### src/hw/rtl/pcmdm_pkg.sv
// Package for the PCM downmix nearest-neighbor resampler.
// Holds the widths, limits, register indexes and state encoding shared by the top level and the verification files.
// No dependencies.
package pcmdm_pkg;

    localparam int DATA_W       = 16;
    localparam int REM_W        = 17;
    localparam int MAX_UPSAMPLE = 8;
    localparam int SHOWN_W      = $clog2(MAX_UPSAMPLE + 1);
    localparam int CNT_W        = $clog2(DATA_W);
    localparam int ADDR_W       = 4;
    localparam int PDATA_W      = 32;

    localparam logic [CNT_W-1:0] DIV_LAST = CNT_W'(DATA_W - 1);

    localparam logic [15:0] SOURCE_RATE_RESET = 16'd22050;
    localparam logic [15:0] TARGET_RATE_RESET = 16'd22050;

    // Register indexes, taken from paddr[3:2].
    localparam logic [1:0] REG_UBYTE  = 2'd0;
    localparam logic [1:0] REG_STEREO = 2'd1;
    localparam logic [1:0] REG_SRC    = 2'd2;
    localparam logic [1:0] REG_DST    = 2'd3;

    typedef enum logic [3:0] {
        ST_IDLE = 4'b0001,
        ST_DIV  = 4'b0010,
        ST_FIX  = 4'b0100,
        ST_EMIT = 4'b1000
    } state_t;

endpackage

### src/hw/rtl/pcmdm_in_if.sv
// Input channel interface: one source frame per transfer.
// Depends on nothing.
interface pcmdm_in_if;
    logic        valid;
    logic        ready;
    logic [15:0] first_channel_raw;
    logic [15:0] second_channel_raw;
    logic        end_of_buffer;

    modport source (output valid, first_channel_raw, second_channel_raw, end_of_buffer,
                    input ready);
    modport sink (input valid, first_channel_raw, second_channel_raw, end_of_buffer,
                  output ready);
endinterface

### src/hw/rtl/pcmdm_out_if.sv
// Output channel interface: one mono output sample per transfer.
// Depends on nothing.
interface pcmdm_out_if;
    logic               valid;
    logic               ready;
    logic signed [15:0] mono_sample;
    logic               last_of_run;
    logic               ratio_overrange;

    modport source (output valid, mono_sample, last_of_run, ratio_overrange,
                    input ready);
    modport sink (input valid, mono_sample, last_of_run, ratio_overrange,
                  output ready);
endinterface

### src/hw/rtl/pcm_downmix_nearest_resampler.sv
// Top level of the PCM downmix nearest-neighbor resampler.
// Depends on pcmdm_pkg, pcmdm_in_if and pcmdm_out_if.
//
// Usage:
// The in_ch channel takes one source frame per transfer: two raw channel words
// and an end-of-buffer mark. The frame is converted to one signed 16-bit sample
// (unsigned bytes are recentered and scaled, stereo channels are averaged with
// truncation toward zero). The out_ch channel then delivers zero or more copies
// of that sample, as nearest-neighbor resampling from source_rate to
// target_rate requires. The last copy of a frame carries last_of_run, and
// every copy of a frame whose copy count exceeded MAX_UPSAMPLE carries
// ratio_overrange (only MAX_UPSAMPLE copies are delivered then).
// The copy count comes from a division of the remaining phase by the source
// rate, done by one shared 17-bit subtractor: one quotient bit per cycle.
// A frame goes from idle through the division and a fix-up step, then, if it
// has copies, to the emit state, which loads one copy at a time into the output
// register. A frame whose remainder already reaches target_rate skips the
// division. in_ch.ready is high only while the sequencer is idle.
// A stalled receiver holds the output register and the sequencer waits; the
// last copy of a frame may still wait in the output register while the next
// frame is taken in. Reset clears the phase remainder and sets the registers
// to their reset values (rates 22050 Hz, mono, signed 16-bit). The APB port
// has no wait states; the user must write configuration only while the block
// is idle. The block itself does not enforce this.
module pcm_downmix_nearest_resampler (
    input  logic                           clk,
    input  logic                           rst_n,
    pcmdm_in_if.sink                       in_ch,
    pcmdm_out_if.source                    out_ch,
    input  logic                           psel,
    input  logic                           penable,
    input  logic                           pwrite,
    input  logic [pcmdm_pkg::ADDR_W-1:0]   paddr,
    input  logic [pcmdm_pkg::PDATA_W-1:0]  pwdata,
    output logic [pcmdm_pkg::PDATA_W-1:0]  prdata,
    output logic                           pready
);
    import pcmdm_pkg::*;

    // Converts one raw channel word to a signed 16-bit value.
    function automatic logic signed [15:0] chan_value(input logic [15:0] raw,
                                                      input logic is_byte);
        logic signed [15:0] v;
        if (is_byte) begin
            v = {~raw[7], raw[6:0], 8'h00};
        end else begin
            v = raw;
        end
        return v;
    endfunction

    // Configuration registers.
    logic             ubyte_reg;
    logic             stereo_reg;
    logic [15:0]      src_rate_reg;
    logic [15:0]      dst_rate_reg;
    logic             cfg_wr;
    logic [1:0]       cfg_idx;

    // Sequencer and state.
    state_t           state_reg, state_next;
    logic [REM_W-1:0] phase_reg, phase_next;
    logic [CNT_W-1:0] cnt_reg, cnt_next;
    logic [SHOWN_W-1:0] left_reg, left_next;
    logic             capped_reg, capped_next;
    logic             out_valid_reg, out_valid_next;

    // Payload held for the current frame.
    logic signed [15:0] sample_reg;
    logic             eob_reg;
    logic             zero_case_reg;
    logic [15:0]      quo_reg, quo_next;
    logic [15:0]      rem_reg, rem_next;

    // Output register payload.
    logic signed [15:0] out_sample_reg;
    logic             out_last_reg;
    logic             out_flag_reg;

    // Shared subtractor.
    logic [REM_W-1:0] sub_a, sub_b;
    logic [REM_W:0]   sub_diff;
    logic             sub_borrow;

    logic [15:0]      src, dst;
    logic             in_xfer;
    logic             load_out;
    logic             diff_pos;
    logic signed [15:0] ch0_val, ch1_val;
    logic signed [16:0] ch_sum, ch_adj;
    logic signed [15:0] frame_sample;
    logic [REM_W-1:0] copies_full;
    logic             capped_now;
    logic [SHOWN_W-1:0] shown_now;
    logic [16:0]      trial_a;

    // A zero rate counts as one.
    assign src = (src_rate_reg == 16'd0) ? 16'd1 : src_rate_reg;
    assign dst = (dst_rate_reg == 16'd0) ? 16'd1 : dst_rate_reg;

    // ------------------------------------------------------------------
    // APB configuration port. No wait states.
    // ------------------------------------------------------------------
    assign pready  = 1'b1;
    assign cfg_idx = paddr[3:2];
    assign cfg_wr  = psel && penable && pwrite;

    always_comb
    begin
        unique case (cfg_idx)
            REG_UBYTE:  prdata = PDATA_W'(ubyte_reg);
            REG_STEREO: prdata = PDATA_W'(stereo_reg);
            REG_SRC:    prdata = PDATA_W'(src_rate_reg);
            REG_DST:    prdata = PDATA_W'(dst_rate_reg);
            default:    prdata = '0;
        endcase
    end

    // ------------------------------------------------------------------
    // Frame conversion, done as the frame is transferred in.
    // ------------------------------------------------------------------
    assign ch0_val = chan_value(in_ch.first_channel_raw, ubyte_reg);
    assign ch1_val = chan_value(in_ch.second_channel_raw, ubyte_reg);
    assign ch_sum  = 17'(ch0_val) + 17'(ch1_val);
    // Adding the sign bit before the shift makes the halving truncate toward zero.
    assign ch_adj  = ch_sum + 17'(ch_sum[16]);
    assign frame_sample = stereo_reg ? ch_adj[16:1] : ch0_val;

    assign in_ch.ready = (state_reg == ST_IDLE);
    assign in_xfer     = in_ch.valid && in_ch.ready;

    // ------------------------------------------------------------------
    // Shared subtractor. In idle it forms dst - remainder; during the
    // division it makes the trial subtraction for one quotient bit; in the
    // fix-up step it forms the new remainder.
    // ------------------------------------------------------------------
    assign trial_a = {rem_reg, quo_reg[15]};

    always_comb
    begin
        unique case (state_reg)
            ST_IDLE:
            begin
                sub_a = REM_W'(dst);
                sub_b = phase_reg;
            end
            ST_DIV:
            begin
                sub_a = trial_a;
                sub_b = REM_W'(src);
            end
            ST_FIX:
            begin
                sub_a = zero_case_reg ? phase_reg : REM_W'(src);
                sub_b = zero_case_reg ? REM_W'(dst) : REM_W'(rem_reg);
            end
            default:
            begin
                sub_a = '0;
                sub_b = '0;
            end
        endcase
    end

    assign sub_diff   = {1'b0, sub_a} - {1'b0, sub_b};
    assign sub_borrow = sub_diff[REM_W];
    assign diff_pos   = !sub_borrow && (sub_diff[REM_W-1:0] != '0);

    // Copy count for the fix-up step. An ordinary frame rounds the quotient
    // up, a frame at the end of a buffer keeps it truncated.
    assign copies_full = zero_case_reg ? '0 :
                         REM_W'(quo_reg) + REM_W'(!eob_reg && (rem_reg != 16'd0));
    assign capped_now  = copies_full > REM_W'(MAX_UPSAMPLE);
    assign shown_now   = capped_now ? SHOWN_W'(MAX_UPSAMPLE) : copies_full[SHOWN_W-1:0];

    // ------------------------------------------------------------------
    // Sequencer.
    // ------------------------------------------------------------------
    always_comb
    begin
        state_next     = state_reg;
        phase_next     = phase_reg;
        cnt_next       = cnt_reg;
        left_next      = left_reg;
        capped_next    = capped_reg;
        quo_next       = quo_reg;
        rem_next       = rem_reg;
        load_out       = 1'b0;
        out_valid_next = out_valid_reg && !out_ch.ready;

        unique case (state_reg)
            ST_IDLE:
            begin
                if (in_xfer) begin
                    // The dividend dst - remainder fits 16 bits when positive.
                    quo_next = sub_diff[15:0];
                    rem_next = '0;
                    cnt_next = '0;
                    state_next = diff_pos ? ST_DIV : ST_FIX;
                end
            end
            ST_DIV:
            begin
                // Restoring division, one quotient bit per cycle.
                if (!sub_borrow) begin
                    rem_next = sub_diff[15:0];
                    quo_next = {quo_reg[14:0], 1'b1};
                end else begin
                    rem_next = trial_a[15:0];
                    quo_next = {quo_reg[14:0], 1'b0};
                end
                cnt_next = cnt_reg + CNT_W'(1);
                if (cnt_reg == DIV_LAST) begin
                    state_next = ST_FIX;
                end
            end
            ST_FIX:
            begin
                if (eob_reg) begin
                    phase_next = '0;
                end else if (zero_case_reg || (rem_reg != 16'd0)) begin
                    phase_next = sub_diff[REM_W-1:0];
                end else begin
                    phase_next = '0;
                end
                capped_next = capped_now;
                left_next   = shown_now;
                state_next  = (shown_now == '0) ? ST_IDLE : ST_EMIT;
            end
            ST_EMIT:
            begin
                if (!out_valid_reg || out_ch.ready) begin
                    load_out       = 1'b1;
                    out_valid_next = 1'b1;
                    left_next      = left_reg - SHOWN_W'(1);
                    if (left_reg == SHOWN_W'(1)) begin
                        state_next = ST_IDLE;
                    end
                end
            end
            default:
            begin
                state_next = ST_IDLE;
            end
        endcase
    end

    always_ff @(posedge clk or negedge rst_n)
    begin
        if (!rst_n) begin
            ubyte_reg     <= 1'b0;
            stereo_reg    <= 1'b0;
            src_rate_reg  <= SOURCE_RATE_RESET;
            dst_rate_reg  <= TARGET_RATE_RESET;
            state_reg     <= ST_IDLE;
            phase_reg     <= '0;
            cnt_reg       <= '0;
            left_reg      <= '0;
            capped_reg    <= 1'b0;
            out_valid_reg <= 1'b0;
        end else begin
            if (cfg_wr) begin
                unique case (cfg_idx)
                    REG_UBYTE:  ubyte_reg    <= pwdata[0];
                    REG_STEREO: stereo_reg   <= pwdata[0];
                    REG_SRC:    src_rate_reg <= pwdata[15:0];
                    REG_DST:    dst_rate_reg <= pwdata[15:0];
                    default:    ;
                endcase
            end
            state_reg     <= state_next;
            phase_reg     <= phase_next;
            cnt_reg       <= cnt_next;
            left_reg      <= left_next;
            capped_reg    <= capped_next;
            out_valid_reg <= out_valid_next;
        end
    end

    always_ff @(posedge clk)
    begin
        if (in_xfer) begin
            sample_reg    <= frame_sample;
            eob_reg       <= in_ch.end_of_buffer;
            zero_case_reg <= !diff_pos;
        end
        quo_reg <= quo_next;
        rem_reg <= rem_next;
        if (load_out) begin
            out_sample_reg <= sample_reg;
            out_last_reg   <= (left_reg == SHOWN_W'(1));
            out_flag_reg   <= capped_reg;
        end
    end

    assign out_ch.valid           = out_valid_reg;
    assign out_ch.mono_sample     = out_sample_reg;
    assign out_ch.last_of_run     = out_last_reg;
    assign out_ch.ratio_overrange = out_flag_reg;

endmodule

### src/flat_wrapper.sv
// flat-port wrapper written by rule: the top's interface ports become plain ports
module pcm_downmix_nearest_resampler_flat import pcmdm_pkg::*;
  (clk, rst_n, psel, penable, pwrite, paddr, pwdata, prdata, pready, in_ch_valid, in_ch_first_channel_raw, in_ch_second_channel_raw, in_ch_end_of_buffer, in_ch_ready, out_ch_valid, out_ch_mono_sample, out_ch_last_of_run, out_ch_ratio_overrange, out_ch_ready);
  pcmdm_in_if in_ch_i ();
  pcmdm_out_if out_ch_i ();
  input  logic clk;
  input  logic rst_n;
  input  logic psel;
  input  logic penable;
  input  logic pwrite;
  input  logic [pcmdm_pkg::ADDR_W-1:0] paddr;
  input  logic [pcmdm_pkg::PDATA_W-1:0] pwdata;
  output logic [pcmdm_pkg::PDATA_W-1:0] prdata;
  output logic pready;
  input wire logic [$bits(in_ch_i.valid)-1:0] in_ch_valid;
  input wire logic [$bits(in_ch_i.first_channel_raw)-1:0] in_ch_first_channel_raw;
  input wire logic [$bits(in_ch_i.second_channel_raw)-1:0] in_ch_second_channel_raw;
  input wire logic [$bits(in_ch_i.end_of_buffer)-1:0] in_ch_end_of_buffer;
  output wire logic [$bits(in_ch_i.ready)-1:0] in_ch_ready;
  output wire logic [$bits(out_ch_i.valid)-1:0] out_ch_valid;
  output wire logic [$bits(out_ch_i.mono_sample)-1:0] out_ch_mono_sample;
  output wire logic [$bits(out_ch_i.last_of_run)-1:0] out_ch_last_of_run;
  output wire logic [$bits(out_ch_i.ratio_overrange)-1:0] out_ch_ratio_overrange;
  input wire logic [$bits(out_ch_i.ready)-1:0] out_ch_ready;
  assign in_ch_i.valid = in_ch_valid;
  assign in_ch_i.first_channel_raw = in_ch_first_channel_raw;
  assign in_ch_i.second_channel_raw = in_ch_second_channel_raw;
  assign in_ch_i.end_of_buffer = in_ch_end_of_buffer;
  assign in_ch_ready = in_ch_i.ready;
  assign out_ch_valid = out_ch_i.valid;
  assign out_ch_mono_sample = out_ch_i.mono_sample;
  assign out_ch_last_of_run = out_ch_i.last_of_run;
  assign out_ch_ratio_overrange = out_ch_i.ratio_overrange;
  assign out_ch_i.ready = out_ch_ready;
  pcm_downmix_nearest_resampler u_core (.clk(clk), .rst_n(rst_n), .in_ch(in_ch_i), .out_ch(out_ch_i), .psel(psel), .penable(penable), .pwrite(pwrite), .paddr(paddr), .pwdata(pwdata), .prdata(prdata), .pready(pready));
endmodule
### config.mk
export PLATFORM = sky130hd
export DESIGN_NAME = pcm_downmix_nearest_resampler_flat
export DESIGN_NICKNAME = d
export VERILOG_FILES = /design/src/hw/rtl/pcmdm_pkg.sv /design/src/hw/rtl/pcmdm_in_if.sv /design/src/hw/rtl/pcmdm_out_if.sv /design/src/hw/rtl/pcm_downmix_nearest_resampler.sv /design/src/flat_wrapper.sv
export SDC_FILE = /design/constraint.sdc
export NUM_CORES = 1
export LEC_CHECK = 0
export BUFFER_PORTS_ARGS = -buffer_cell sky130_fd_sc_hd__buf_2
export CORE_UTILIZATION = 64
export DETAILED_ROUTE_END_ITERATION = 7
export GPL_ROUTABILITY_DRIVEN = 0
export PLACE_DENSITY = 0.87
export RECOVER_POWER = 50
export SYNTH_ARGS = -nofsm -noshare
export SYNTH_HDL_FRONTEND = slang
export SYNTH_SLANG_ARGS = --single-unit
### constraint.sdc
create_clock -name clk -period 10.7 [get_ports clk]
set_input_delay 3.21 -clock clk [delete_from_list [all_inputs] [get_ports clk]]
set_output_delay 3.21 -clock clk [all_outputs]
set_load 0.1 [all_outputs]
==> impl_results.md <==
* Critical Path Start: paddr[2]
* Primary FF master, synth: edfxtp_1
* Hpwl dp at 16.5 mm
* First-pass GRT wire length at 38.1 mm
* Switching share of total power at 47.6%
* Cell Int Power at 1.88 mW
* PostCTS Resize Cnt at 0
* Synthesized area at 0.00945 sq mm
* Seq pwr share at 26.6%
* CTS H-tree depth at 4
* Root Buffer: clkbuf_16
* Worst-Margin Slew at 3.66 ns
* Ys Warns at 0
* Post-route DRC at 0
* Die footprint at 0.0152 sq mm
* Nets at 1,161
* Crit-path max FO at 20
* Max Freq at 120 MHz
* Power Density at 339 mW/mm^2
* Clock power share at 16.7%
* WP depth at 3
* Critical path launch point type: input port
* Ranking of synthesized cells by area: edfxtp_1, dfrtp_1, mux2_2
* Critical path, cell by cell: clkbuf_1, mux4_2, buf_2
* Data arrival, critical path at 5.12 ns
* Vias at 8,177
* Ys async rst share at 48.9%
* Worst path bufs/invs at 2
* Max stage delay on crit path at 0.96 ns
* Failing checks: capacitance limit, slew limit
* Post-Route WL at 23.9 mm
* Post-synth top area cell: edfxtp_1
* Setup CP Type: input port to output port
* DR pass1 iterations at 5
* Hold buffer count at CTS at 0
* Crit-path slowest cell: clkbuf_1
* Layout Skew at 0.00796 ns
* CORE AREA at 0.0145 sq mm
* Share of post-route cells with drive strength above 1 at 21.0%
* Final setup violation count at 0
* Count of input and output buffers at 93
* Post-synthesis sequential area ratio at 39.0%
* Nature of the critical path endpoint: output port
* FF+latch count, synth at 133
* Die Y at 123 um
* FF-to-FF End: u_core.rem_reg[5]
* Crit path time final at 8.33 ns
* Critical Path Sink: prdata[0]
* I/O pin cnt at 129
* Combinational fraction of design power at 56.7%
* RSZ-0062 raised after global routing: false
* Final Util at 73.0%
* Setup_tns at 0 ns
* Avg Inst Size Synth at 9.75 sq um
* Max rail drop VDD at 184 uV
* Largest delay share family, worst path: buffers and inverters
* HP Class: register to register
* Worst Reg-to-Reg Cells at 13
* Pin count of the biggest net entering global routing at 66
* Post-DRT Antenna Nets at 0
* Clock transition at path regs at 0.06 ns
* Filler cell count in the final layout at 1,016
* Num rows at 44
* Vias in the first global route at 7,487
* Status: finished, violations left
* # Post-CTS Setup Buffers at 0
* Drt wl/cell at 19.3 um
* Num CTS Buffers at 17
* EDFF count, synth at 68
* Initial antenna violation count at 0
* Skew-Pair Late Insertion Delay at 0.43 ns
* Final slew viol count at 153
* Slew headroom at -144%
* CP required at 7.49 ns
* WHS at 0.419 ns
* Number of max-cap violations at 3
* CTS tree: built
* Die width at 123 um
* Starting density of the core at 65.2%
* Longest Clk Path Bufs at 2
* Most frequent cells in the layout: buf_2, nor2_1, nand2_1, edfxtp_1, mux2i_1
* Final period utilization at 77.9%
* Distinct cells, synth at 81
* CTS sink cnt at 133
* Ant. Diodes at 0
* Vias/cell at 6.59
* 1st-iter DRT viols at 956
* Post-Syn Instances at 969
* Sw Pwr at 1.71 mW
* Flop2flop setup slack at 4.72 ns
* Leakage at 4.39 nW
* Synth-to-layout area growth at 11.9%
* Leading cell type in the layout, fill and taps excluded: buf_2
* Endpoints failing hold at 0
* Max reg flops at 17
* Grt ovf at 0
* GRT Overall Usage at 33.0%
* Area fraction of the dominant cell type after synthesis at 21.6%
* Reg2reg start: u_core.state_reg[0]
synth_stat cells (all sizes together), types with 19 or more instances:
master and count:
edfxtp 68, nor2b 37, ha 40, o21ai 60, mux2i 59, clkbuf 38, buf 26, mux2 55
a21oi 48, inv 26, nand2 78, nand3 23, xnor2 20, nor2 88, xor2 19, dfrtp 52
final cells by class:
class,instances,area [sq um],share of cell area (%)
clock buffers,20,489,4.63
well taps,184,230,2.18
flip-flops and latches,133,3680,34.9
repair buffers,104,531,5.02
inverters,26,97.6,0.924
clock inverters,12,126,1.20
multi-input cells,761,5410,51.2
power by group through the flow:
| stage | Sequential [mW] | Clock, mW | Combinational, mW |
|---|---|---|---|
| 6_report | 0.954 | 0.600 | 2.03 |
| 4_1_cts | 0.942 | 0.602 | 1.99 |
| 2_1_floorplan | 0.890 | 0 | 1.55 |
| 3_3_place_gp | 0.939 | 0 | 1.90 |
| 5_1_grt | 0.972 | 0.626 | 2.19 |
| 3_5_place_dp | 0.948 | 0 | 1.95 |
worst register-to-register path: cells and delay by family, from the launching register on:
family | cells | cell delay, ns
buffers and inverters | 2 | 1.96
flip-flops | 1 | 0.59
AO/OA/AOI/OAI | 5 | 1.83
AND/OR/NAND/NOR | 4 | 0.62
multiplexers | 1 | 0.38
adder cells (fa/ha/maj) | 1 | 0.47
layer usage:
metal  vias up  track usage [%]  share of wire, %
met5         -                0                 0
met4         0             11.3               2.3
met3        60             6.32               9.1
met2       477             52.2                48
met1      3886             45.5                41
li1       3754                -                 -
cells by family (layout without fill, tap and decap cells):
logic type / after synthesis / after routing / share of synthesized area (%)
buffers and inverters: 90 / 162 / 4.37
muxes: 115 / 115 / 13.0
adders and majority gates: 42 / 42 / 5.72
AOI/OAI and AO/OA: 235 / 235 / 17.1
and+or+nand+nor: 313 / 313 / 17.0
other: 2 / 17 / 0.0795
xor gates and xnor gates: 39 / 39 / 3.62
DFF: 133 / 133 / 39.0
worst min-delay path by stage:
stage | startpoint | endpoint | slack, ns | cells after the start
2_1_floorplan | u_core.sample_reg[0] | u_core.out_ch.mono_sample[0] | 0.40 | 0
3_3_place_gp | u_core.sample_reg[11] | u_core.out_ch.mono_sample[11] | 0.40 | 0
3_5_place_dp | u_core.sample_reg[7] | u_core.out_ch.mono_sample[7] | 0.40 | 0
4_1_cts | u_core.sample_reg[7] | u_core.out_ch.mono_sample[7] | 0.42 | 0
5_1_grt | u_core.sample_reg[10] | u_core.out_ch.mono_sample[10] | 0.43 | 0
6_report | u_core.sample_reg[9] | u_core.out_ch.mono_sample[9] | 0.42 | 0
through the flow:
stage	cells	worst slack [ns]	cell area, sq um	total power, mW
global route	1240	2.27	10600	3.79
CTS	1240	2.93	10600	3.54
finish	1240	2.37	10600	3.59
global placement	1208	2.95	9980	2.84
floorplan	984	1.92	9500	2.44
detailed placement	1208	2.92	9980	2.89
No activity file was read; power rests on OpenSTA's default activity.
